**src/block_decomposed_range_sum_top_assert.svh**
```systemverilog
// Assertion helpers shared by the range sum block.
`ifndef BLOCK_DECOMPOSED_RANGE_SUM_TOP_ASSERT_SVH
`define BLOCK_DECOMPOSED_RANGE_SUM_TOP_ASSERT_SVH

// same-cycle implication
`define BRS_ASSERT_IMPL(label, clk, rst, pre, post, msg) \
   label: assert property (@(posedge clk) disable iff (rst) (pre) |-> (post)) \
      else $error(msg);

// next-cycle implication
`define BRS_ASSERT_NEXT(label, clk, rst, pre, post, msg) \
   label: assert property (@(posedge clk) disable iff (rst) (pre) |=> (post)) \
      else $error(msg);

`endif

```
**src/brs_pkg.sv**
```systemverilog
package brs_pkg;

   localparam int DEPTH   = 1024;
   localparam int BLOCK   = 32;
   localparam int NBLOCKS = (DEPTH + BLOCK - 1) / BLOCK;

   localparam int DW     = 32;
   localparam int FIELDW = 10;
   localparam int IDXW   = $clog2(DEPTH);
   localparam int OFFW   = $clog2(BLOCK);
   localparam int BW     = (NBLOCKS > 1) ? $clog2(NBLOCKS) : 1;

   localparam int REQ_TDATA_W = 64;
   localparam int RSP_TDATA_W = 32;

   localparam logic OP_SET   = 1'b0;
   localparam logic OP_QUERY = 1'b1;

   typedef struct packed {
      logic              op;
      logic [FIELDW-1:0] position;
      logic [DW-1:0]     new_value;
      logic [FIELDW-1:0] left_index;
      logic [FIELDW-1:0] right_index;
   } item_type;

   typedef struct packed {
      logic [DW-1:0] range_sum;
      logic          bad_range;
   } result_type;

   typedef struct packed {
      logic            e_en;
      logic            e_we;
      logic [IDXW-1:0] e_addr;
      logic [DW-1:0]   e_wdata;
      logic            b_en;
      logic            b_we;
      logic [BW-1:0]   b_addr;
      logic [DW-1:0]   b_wdata;
   } mem_cmd_type;

   function automatic logic [BW-1:0] block_of(input logic [IDXW-1:0] idx);
      return BW'(32'(idx) >> OFFW);
   endfunction

   function automatic logic [IDXW-1:0] block_base(input logic [BW-1:0] blk);
      return IDXW'(32'(blk) << OFFW);
   endfunction

endpackage

```
**src/brs_seq.sv**
```systemverilog
`include "block_decomposed_range_sum_top_assert.svh"

module brs_seq (
   input  logic                   clock,
   input  logic                   reset,
   input  logic                   req_valid,
   output logic                   req_ready,
   input  brs_pkg::item_type      item,
   output brs_pkg::mem_cmd_type   cmd,
   input  logic [brs_pkg::DW-1:0] e_rdata,
   input  logic [brs_pkg::DW-1:0] b_rdata,
   output logic                   res_valid,
   input  logic                   res_ready,
   output brs_pkg::result_type    res
);

   localparam logic [2:0] S_CLEAR  = 3'd0;
   localparam logic [2:0] S_IDLE   = 3'd1;
   localparam logic [2:0] S_SET_WR = 3'd2;
   localparam logic [2:0] S_QUERY  = 3'd3;
   localparam logic [2:0] S_EMIT   = 3'd4;

   logic [2:0] state_ff, state_in;
   logic [brs_pkg::IDXW-1:0] clr_ff, clr_in;
   logic e_act_ff, e_act_in, k_act_ff, k_act_in;
   logic e_pend_ff, e_pend_in, k_pend_ff, k_pend_in;

   logic [brs_pkg::IDXW-1:0] pos_ff, pos_in;
   logic [brs_pkg::DW-1:0]   val_ff, val_in;
   logic [brs_pkg::IDXW-1:0] e_ff, e_in;
   logic [brs_pkg::IDXW-1:0] hi_ff, hi_in;
   logic [brs_pkg::BW-1:0]   bh_ff, bh_in;
   logic [brs_pkg::BW-1:0]   k_ff, k_in;
   logic [brs_pkg::DW-1:0]   acc_ff, acc_in;
   logic                     bad_ff, bad_in;

   // decoded query bounds of the incoming word
   logic [brs_pkg::IDXW-1:0] q_pos, q_lo, q_hi;
   logic [brs_pkg::BW-1:0]   q_bl, q_bh;
   logic                     e_tail_end;

   assign q_pos = brs_pkg::IDXW'(32'(item.position));
   assign q_lo  = brs_pkg::IDXW'(32'(item.left_index));
   assign q_hi  = (32'(item.right_index) > brs_pkg::DEPTH - 1) ?
                  brs_pkg::IDXW'(brs_pkg::DEPTH - 1) :
                  brs_pkg::IDXW'(32'(item.right_index));
   assign q_bl  = brs_pkg::block_of(q_lo);
   assign q_bh  = brs_pkg::block_of(q_hi);

   // last element of a block other than the right one: jump to the right block
   assign e_tail_end = ((32'(e_ff) & (brs_pkg::BLOCK - 1)) == brs_pkg::BLOCK - 1) &&
                       (brs_pkg::block_of(e_ff) != bh_ff);

   always_comb begin
      state_in  = state_ff;
      clr_in    = clr_ff;
      e_act_in  = e_act_ff;
      k_act_in  = k_act_ff;
      e_pend_in = 1'b0;
      k_pend_in = 1'b0;
      pos_in    = pos_ff;
      val_in    = val_ff;
      e_in      = e_ff;
      hi_in     = hi_ff;
      bh_in     = bh_ff;
      k_in      = k_ff;
      acc_in    = acc_ff;
      bad_in    = bad_ff;
      cmd       = '0;
      req_ready = 1'b0;
      res_valid = 1'b0;

      unique case (state_ff)
         S_CLEAR: begin
            cmd.e_en   = 1'b1;
            cmd.e_we   = 1'b1;
            cmd.e_addr = clr_ff;
            if (32'(clr_ff) < brs_pkg::NBLOCKS) begin
               cmd.b_en   = 1'b1;
               cmd.b_we   = 1'b1;
               cmd.b_addr = brs_pkg::BW'(32'(clr_ff));
            end
            if (clr_ff == brs_pkg::IDXW'(brs_pkg::DEPTH - 1)) begin
               state_in = S_IDLE;
            end else begin
               clr_in = clr_ff + 1'b1;
            end
         end
         S_IDLE: begin
            req_ready = 1'b1;
            if (req_valid) begin
               if (item.op == brs_pkg::OP_SET) begin
                  if (32'(item.position) < brs_pkg::DEPTH) begin
                     cmd.e_en   = 1'b1;
                     cmd.e_addr = q_pos;
                     cmd.b_en   = 1'b1;
                     cmd.b_addr = brs_pkg::block_of(q_pos);
                     pos_in     = q_pos;
                     val_in     = item.new_value;
                     state_in   = S_SET_WR;
                  end
               end else if (item.left_index > item.right_index) begin
                  acc_in   = '0;
                  bad_in   = 1'b1;
                  state_in = S_EMIT;
               end else if (32'(item.left_index) >= brs_pkg::DEPTH) begin
                  acc_in   = '0;
                  bad_in   = 1'b0;
                  state_in = S_EMIT;
               end else begin
                  e_in     = q_lo;
                  hi_in    = q_hi;
                  bh_in    = q_bh;
                  k_in     = q_bl + 1'b1;
                  e_act_in = 1'b1;
                  k_act_in = ({1'b0, q_bl} + 1'b1) < {1'b0, q_bh};
                  acc_in   = '0;
                  bad_in   = 1'b0;
                  state_in = S_QUERY;
               end
            end
         end
         S_SET_WR: begin
            cmd.e_en    = 1'b1;
            cmd.e_we    = 1'b1;
            cmd.e_addr  = pos_ff;
            cmd.e_wdata = val_ff;
            cmd.b_en    = 1'b1;
            cmd.b_we    = 1'b1;
            cmd.b_addr  = brs_pkg::block_of(pos_ff);
            cmd.b_wdata = b_rdata + val_ff - e_rdata;
            state_in    = S_IDLE;
         end
         S_QUERY: begin
            if (e_act_ff) begin
               cmd.e_en   = 1'b1;
               cmd.e_addr = e_ff;
               if (e_ff == hi_ff) begin
                  e_act_in = 1'b0;
               end else if (e_tail_end) begin
                  e_in = brs_pkg::block_base(bh_ff);
               end else begin
                  e_in = e_ff + 1'b1;
               end
            end
            if (k_act_ff) begin
               cmd.b_en   = 1'b1;
               cmd.b_addr = k_ff;
               if (({1'b0, k_ff} + 1'b1) == {1'b0, bh_ff}) begin
                  k_act_in = 1'b0;
               end else begin
                  k_in = k_ff + 1'b1;
               end
            end
            e_pend_in = e_act_ff;
            k_pend_in = k_act_ff;
            acc_in = acc_ff + (e_pend_ff ? e_rdata : '0) + (k_pend_ff ? b_rdata : '0);
            if (!e_act_ff && !k_act_ff && !e_pend_ff && !k_pend_ff) begin
               state_in = S_EMIT;
            end
         end
         S_EMIT: begin
            res_valid = 1'b1;
            if (res_ready) begin
               state_in = S_IDLE;
            end
         end
         default: begin
            state_in = S_IDLE;
         end
      endcase
   end

   always_ff @(posedge clock) begin
      if (reset) begin
         state_ff  <= S_CLEAR;
         clr_ff    <= '0;
         e_act_ff  <= 1'b0;
         k_act_ff  <= 1'b0;
         e_pend_ff <= 1'b0;
         k_pend_ff <= 1'b0;
      end else begin
         state_ff  <= state_in;
         clr_ff    <= clr_in;
         e_act_ff  <= e_act_in;
         k_act_ff  <= k_act_in;
         e_pend_ff <= e_pend_in;
         k_pend_ff <= k_pend_in;
      end
   end

   always_ff @(posedge clock) begin
      pos_ff <= pos_in;
      val_ff <= val_in;
      e_ff   <= e_in;
      hi_ff  <= hi_in;
      bh_ff  <= bh_in;
      k_ff   <= k_in;
      acc_ff <= acc_in;
      bad_ff <= bad_in;
   end

   assign res.range_sum = acc_ff;
   assign res.bad_range = bad_ff;

   `BRS_ASSERT_IMPL(a_elem_walk_bound, clock, reset, e_act_ff, e_ff <= hi_ff,
                    "element walk passed the right index")
   `BRS_ASSERT_IMPL(a_blk_walk_bound, clock, reset, k_act_ff, k_ff < bh_ff,
                    "block walk reached the right block")
   `BRS_ASSERT_IMPL(a_set_after_idle, clock, reset, state_ff == S_SET_WR,
                    $past(state_ff) == S_IDLE, "write-back without a read")
   `BRS_ASSERT_IMPL(a_query_no_write, clock, reset, state_ff == S_QUERY,
                    !cmd.e_we && !cmd.b_we, "memory write during a query")
   `BRS_ASSERT_NEXT(a_emit_holds, clock, reset, res_valid && !res_ready,
                    res_valid && $stable(acc_ff) && $stable(bad_ff),
                    "pending result changed before it was taken")

endmodule

```
**config.mk**
```make
export PLATFORM = sky130hd
export DESIGN_NAME = brs_seq
export DESIGN_NICKNAME = d
export VERILOG_FILES = /design/src/brs_pkg.sv /design/src/brs_seq.sv
export VERILOG_INCLUDE_DIRS = /design/src /design/src/src
export SDC_FILE = /design/constraint.sdc
export NUM_CORES = 1
export LEC_CHECK = 0
export ABC_AREA = 1
export BUFFER_PORTS_ARGS = -buffer_cell sky130_fd_sc_hd__buf_2
export CAP_MARGIN = 0
export CORE_MARGIN = 8
export CORE_UTILIZATION = 40
export CTS_CLUSTER_DIAMETER = 50
export DETAILED_ROUTE_END_ITERATION = 7
export PLACE_DENSITY_LB_ADDON = 0.3
export SYNTH_ARGS = -nofsm -noshare
export SYNTH_HDL_FRONTEND = slang
export SYNTH_SLANG_ARGS = --single-unit
```
**constraint.sdc**
```tcl
create_clock -name clock -period 4 [get_ports clock]
set_input_delay 0.4 -clock clock [delete_from_list [all_inputs] [get_ports clock]]
set_output_delay 0.4 -clock clock [all_outputs]
set_load 0.005 [all_outputs]
```
==> impl_metrics.yaml, run 1 <==
synthesis:
  ys_seq_area_share_pct: 27.7
  ys_async_sr_fraction_pct: 0
  synth_cell_type_count: 51
  syn_area_per_cell_sq_um: 7.04
  synthFlopType: "edfxtp_1"
  ys_ff_latch: 117
  yosysWarnings: 0
  synth_edf_count: 100
  syn_area_sq_um: 12000
  synth_cells: 1712
  postSynthNetCount: 1989
clock_tree:
  cts_tree: "built"
  cts_buffers: 17
  clk_pin_slew_ps: 70
  cts_max_level: 4
  clk_path_buf_depth: 2
  post_cts_buffers: 0
  clock_latency_ps: 430
  post_cts_resized: 0
  cts-root-buf: "clkbuf_16"
  cts_hold_buf: 0
  cts.sinks: 117
timing:
  fin_crit_sh_pct: 90.0
  hold_violations: 0
  setup_violations: 0
  grt_setup_unrepaired: "false"
  max_freq_mhz: 278
  clock_skew_ps: 13.6
  setup_ws_ps: 398
  setup_tns_ps: 0
  layout_min_cycle_time_ps: 3600
  drv_slew: 0
  max_slew_margin_pct: 38.1
  worstMarginPinSlew_ps: 926
min_path:
  hold_path_class: "in2reg"
  hold_depth: 1
power:
  p_leak_nw: 7.62
  pwr-share-clk_pct: 38.1
  combPwrFrac_pct: 26.5
  p_per_area_nw_per_um2: 278
  cell_internal_pwr_mw: 2.58
  sw_frac_of_total_pct: 34.9
  seqPwrFrac_pct: 35.3
  ir_drop_mv: 0.213
  p_switching_mw: 1.38
outcome:
  outcome: "complete, no violations"
final_layout:
  drive_gt1_share_pct: 16.3
  nets: 2238
  mostFrequentLayoutCell: "nand2_1"
  syn2layout_area_growth_pct: 18.3
  stdcell_count: 2365
  nFillCells: 3035
  layout_common_cells: "433 x nand2_1, 367 x inv_1, 248 x buf_2"
global_routing:
  grt_util_all_layers_pct: 22.0
  grt_pass1_vias: 11900
  overflow: 0
  antenna_found_initial: 1
  grt_pass1_wl_mm: 63.0
  grt_max_degree: 48
detailed_routing:
  via_per_inst: 5.01
  wire_per_inst_um: 17.0
  routed_wl_mm: 40.3
  drtAntennaViolNets: 0
  vias: 11900
  drt-pass1-iter-count: 5
  drcViolationCount: 0
  drtIter0Drc: 820
floorplanning:
  dieArea_sq_um: 35900
  rows: 63
  die_height_um: 190
  core_area_sq_um: 29600
  start_util_pct: 40.6
  io_pins: 249
  die_w_um: 190
setup_path:
  crit_arrival_ps: 3200
  worst_setup_path_start_kind: "flip-flop"
  crit_path_max_fanout: 5
  required_ps: 3600
  crit_type: "reg2out"
  worst_setup_path_end_kind: "output port"
  reg2reg_depth: 15
place:
  portBuffers: 248
  pre_cts_ws_ps: 585
  hpwl_mm: 33.7
  dp_cells: 2332
  routabilityCongestion: 0.959
job:
  cap_viol_max_count: 0
Yosys cell counts (all sizes together), types with 16 or more instances:
cell	instances	area share [%]
nor3	32	1.4
dfxtp	17	2.8
xnor2	16	1.2
nand4	18	0.93
fa	63	10
nand2	438	14
edfxtp	100	25
nand3	62	2.7
inv	372	12
o21ai	87	3.9
nor2	210	6.9
ha	83	8.6
a21oi	124	5.2
layout make-up:
type                       count  area, sq um  area share [%]
tap                          390          488            3.42
clock buffer                  17          425            2.98
multi-input combinational   1194         7150            50.1
sequential                   117         3340            23.5
timing repair buffer         258         1320            9.23
clock inverter                15          128           0.895
antenna                        1         2.50          0.0176
inverter                     373         1410            9.86
power by group through the flow:
stage / Combinational (mW) / Sequential (mW) / Clock [mW]
5_1_grt: 1.19 / 1.41 / 1.57
3_5_place_dp: 1.04 / 1.43 / 0
3_3_place_gp: 1.03 / 1.43 / 0
6_report: 1.05 / 1.40 / 1.51
4_1_cts: 1.05 / 1.40 / 1.53
2_1_floorplan: 0.664 / 1.42 / 0
critical path, cell delays in order (launching register included):
cell and delay, ps:
edfxtp_1 340, inv_1 70, fa_1 490, inv_1 50, ha_1 340, nand2_1 110, nor2_1 260, inv_1 150
nor3_1 150, nand2_1 80, nand2_1 180, nand2_1 120, nand3_1 100, nand2_1 50, nor2_1 130, buf_2 140
layer usage:
layer / part of all wire (%) / GRT usage [%] / up-vias
met2: 48 / 37.9 / 427
met4: 3.1 / 8.18 / 0
met3: 6.4 / 3.83 / 66
met1: 42 / 27.2 / 5475
met5: 0 / 0 / -
li1: - / - / 5889
cells by family (layout without fill, tap and decap cells):
logic type	after synthesis	count (layout)	share of synthesized area, %
AOI/OAI and AO/OA	248	248	11.6
xor gates and xnor gates	30	30	2.18
adders and majority gates	146	146	19.1
buffers and inverters	401	663	13.1
DFF	117	117	27.7
other	0	1	0
and+or+nand+nor	770	770	26.3
registers in the layout (all words and copies together) (netlist names), 3 cells and up:
name	flops
acc_ff	32
k_ff	5
val_ff	32
pos_ff	10
hi_ff	10
state_ff	3
clr_ff	10
e_ff	10
metrics by stage:
| step | area (sq um) | power (mW) | hold slack, ps | util (%) |
|---|---|---|---|---|
| global placement | 13700 | 2.46 | 472 | 46.2 |
| CTS | 14300 | 3.97 | 116 | 48.1 |
| detailed placement | 13700 | 2.47 | 483 | 46.2 |
| floorplan | 12000 | 2.08 | 458 | - |
| finish | 14300 | 3.97 | 135 | 48.1 |
| global route | 14300 | 4.16 | 119 | 48.1 |
worst paths after layout:
path	start	to	slack, ps
setup reg to reg	k_pend_ff$_SDFF_PP0_	acc_ff[25]$_SDFFCE_PN0P_	510
hold reg to reg	k_act_ff$_SDFFE_PP0P_	k_act_ff$_SDFFE_PP0P_	490
setup / recovery	val_ff[11]$_DFFE_PP_	cmd[29]	400
hold / removal	item[21]	val_ff[1]$_DFFE_PP_	140
Power figures use the tool's default switching activity.
==> run 2, diff against run 1 <==
--- a/config.mk
+++ b/config.mk
@@ -13,7 +13,7 @@
 export CORE_UTILIZATION = 40
 export CTS_CLUSTER_DIAMETER = 50
 export DETAILED_ROUTE_END_ITERATION = 7
-export PLACE_DENSITY_LB_ADDON = 0.3
+export PLACE_DENSITY = 0.63
 export SYNTH_ARGS = -nofsm -noshare
 export SYNTH_HDL_FRONTEND = slang
 export SYNTH_SLANG_ARGS = --single-unit
==> run 2 against run 1 <==
Against the previous run:
- via count increased by 0.40%
- critical path depth decreased by 2
- setup slack improved by 25 ps
- hold slack got worse by 6.7 ps
- clock power about the same
- utilization about the same
- global-route usage increased by 0.43 points
- sequential cell count unchanged
- cell area about the same
- total power about the same
- wire length increased by 1.7%
- highest routed layer unchanged
==> impl_metrics.yaml, run 2 (synthesized netlist as in run 1, its figures left out) <==
outcome:
  outcome: "complete, no violations"
power:
  combPwrFrac_pct: 26.5
  p_leak_nw: 7.62
  sw_frac_of_total_pct: 34.1
  p_per_area_nw_per_um2: 278
  ir_drop_mv: 0.247
  seqPwrFrac_pct: 35.3
  cell_internal_pwr_mw: 2.61
  p_switching_mw: 1.35
  pwr-share-clk_pct: 38.1
floorplanning:
  io_pins: 249
  core_area_sq_um: 29600
  rows: 63
  dieArea_sq_um: 35900
  die_height_um: 190
  die_w_um: 190
  start_util_pct: 40.6
setup_path:
  critPathMaxStageDelay_ps: 510
  crit_type: "reg2out"
  crit_chain: "inv_1, fa_1, fa_1, o21ai_2, nand2_1, nand2_1, nand2_1, nand2_1, nand2_1, nand2_1, nor2_1, nor2_1, buf_2"
  crit_arrival_ps: 3180
  critPathMostFrequentCell: "nand2_1"
  slowest_stage: "fa_1"
  worst_setup_path_start_kind: "flip-flop"
  worst_setup_path_end_kind: "output port"
  crit_path_max_fanout: 5
  required_ps: 3600
  reg2reg_depth: 15
final_layout:
  drive_gt1_share_pct: 16.2
  nets: 2236
  multi_input_area_sq_um: 7150
  layout_common_cells: "433 x nand2_1, 367 x inv_1, 248 x buf_2"
  antennaDiodeCount: 0
  syn2layout_area_growth_pct: 18.4
  reg_top3: "acc_ff (32), val_ff (32)"
  nFillCells: 3085
  mostFrequentLayoutCell: "nand2_1"
  finish.utilization_pct: 48.1
  regArea_sq_um: 3340
  fin_area_sq_um: 14300
detailed_routing:
  wire_per_inst_um: 17.3
  drt-pass1-iter-count: 7
  drtIter0Drc: 828
  via_per_inst: 5.04
  routed_wl_mm: 41.0
  drtAntennaViolNets: 0
  vias: 11900
  drcViolationCount: 0
min_path:
  hold_depth: 1
  hold_path_class: "in2reg"
timing:
  layout_min_cycle_time_ps: 3580
  worstMarginPinSlew_ps: 1140
  setup_violations: 0
  drv_slew: 0
  hold_violations: 0
  setup_tns_ps: 0
  max_freq_mhz: 280
  max_slew_margin_pct: 23.5
  fin_crit_sh_pct: 89.4
  clock_skew_ps: 18.0
  grt_setup_unrepaired: "false"
place:
  hpwl_mm: 34.1
  dpl_cell_area_sq_um: 13700
  portBuffers: 248
  routabilityCongestion: 0.919
clock_tree:
  clk_path_buf_depth: 2
  post_cts_resized: 0
  clock_latency_ps: 440
  post_cts_buffers: 0
  cts_tree: "built"
  cts-root-buf: "clkbuf_16"
  clk_pin_slew_ps: 80
  cts_hold_buf: 0
  cts.sinks: 117
  cts_buffers: 17
  cts_max_level: 4
global_routing:
  grt_util_all_layers_pct: 22.4
  grt_pass1_vias: 12200
  grt_max_degree: 48
  grt_pass1_wl_mm: 64.3
  overflow: 0
  antenna_found_initial: 0
job:
  cap_viol_max_count: 0
## run 2: path summary, 6_finish.rpt
check	slack (ps)	startpoint	endpoint
setup / recovery	420	val_ff[1]$_DFFE_PP_	cmd[20]
hold / removal	130	item[22]	val_ff[2]$_DFFE_PP_
setup reg to reg	740	k_pend_ff$_SDFF_PP0_	acc_ff[25]$_SDFFCE_PN0P_
hold reg to reg	490	clr_ff[9]$_SDFFE_PP0P_	clr_ff[9]$_SDFFE_PP0P_
## run 2: layout make-up
| class | count | share of cell area [%] |
|---|---|---|
| multi-input combinational | 1194 | 50.1 |
| tap | 390 | 3.42 |
| inverter | 373 | 9.85 |
| clock buffer | 23 | 3.51 |
| clock inverter | 9 | 0.482 |
| timing repair buffer | 256 | 9.21 |
| sequential | 117 | 23.4 |
## run 2: stage by stage
step | hold WS, ps | power (mW) | setup slack [ps] | instances
global route | 122 | 4.17 | 103 | 2362
detailed placement | 474 | 2.47 | 726 | 2330
global placement | 473 | 2.46 | 711 | 2330
finish | 128 | 3.97 | 423 | 2362
floorplan | 458 | 2.08 | 745 | 1712
CTS | 118 | 3.98 | 410 | 2362
## run 2: power groups by stage
| stage | registers (mW) | logic, mW | clock network [mW] |
|---|---|---|---|
| 4_1_cts | 1.40 | 1.05 | 1.54 |
| 3_5_place_dp | 1.43 | 1.04 | 0 |
| 2_1_floorplan | 1.42 | 0.664 | 0 |
| 5_1_grt | 1.41 | 1.19 | 1.58 |
| 6_report | 1.40 | 1.05 | 1.51 |
| 3_3_place_gp | 1.43 | 1.03 | 0 |
## run 2: per-layer routing
| metal | GRT usage (%) | share of wire, % | vias to the layer above |
|---|---|---|---|
| li1 | - | - | 5889 |
| met2 | 39.1 | 49 | 422 |
| met4 | 6.86 | 2.3 | 0 |
| met3 | 4.69 | 6.7 | 58 |
| met5 | 0 | 0 | - |
| met1 | 27.5 | 42 | 5535 |
## run 2: critical path, delay by kind of cell (launching register included)
family	cells	cell delay (ps)
adder cells (fa/ha/maj)	2	970
AND/OR/NAND/NOR	8	940
flip-flops	1	370
buffers and inverters	2	240
AO/OA/AOI/OAI	1	220
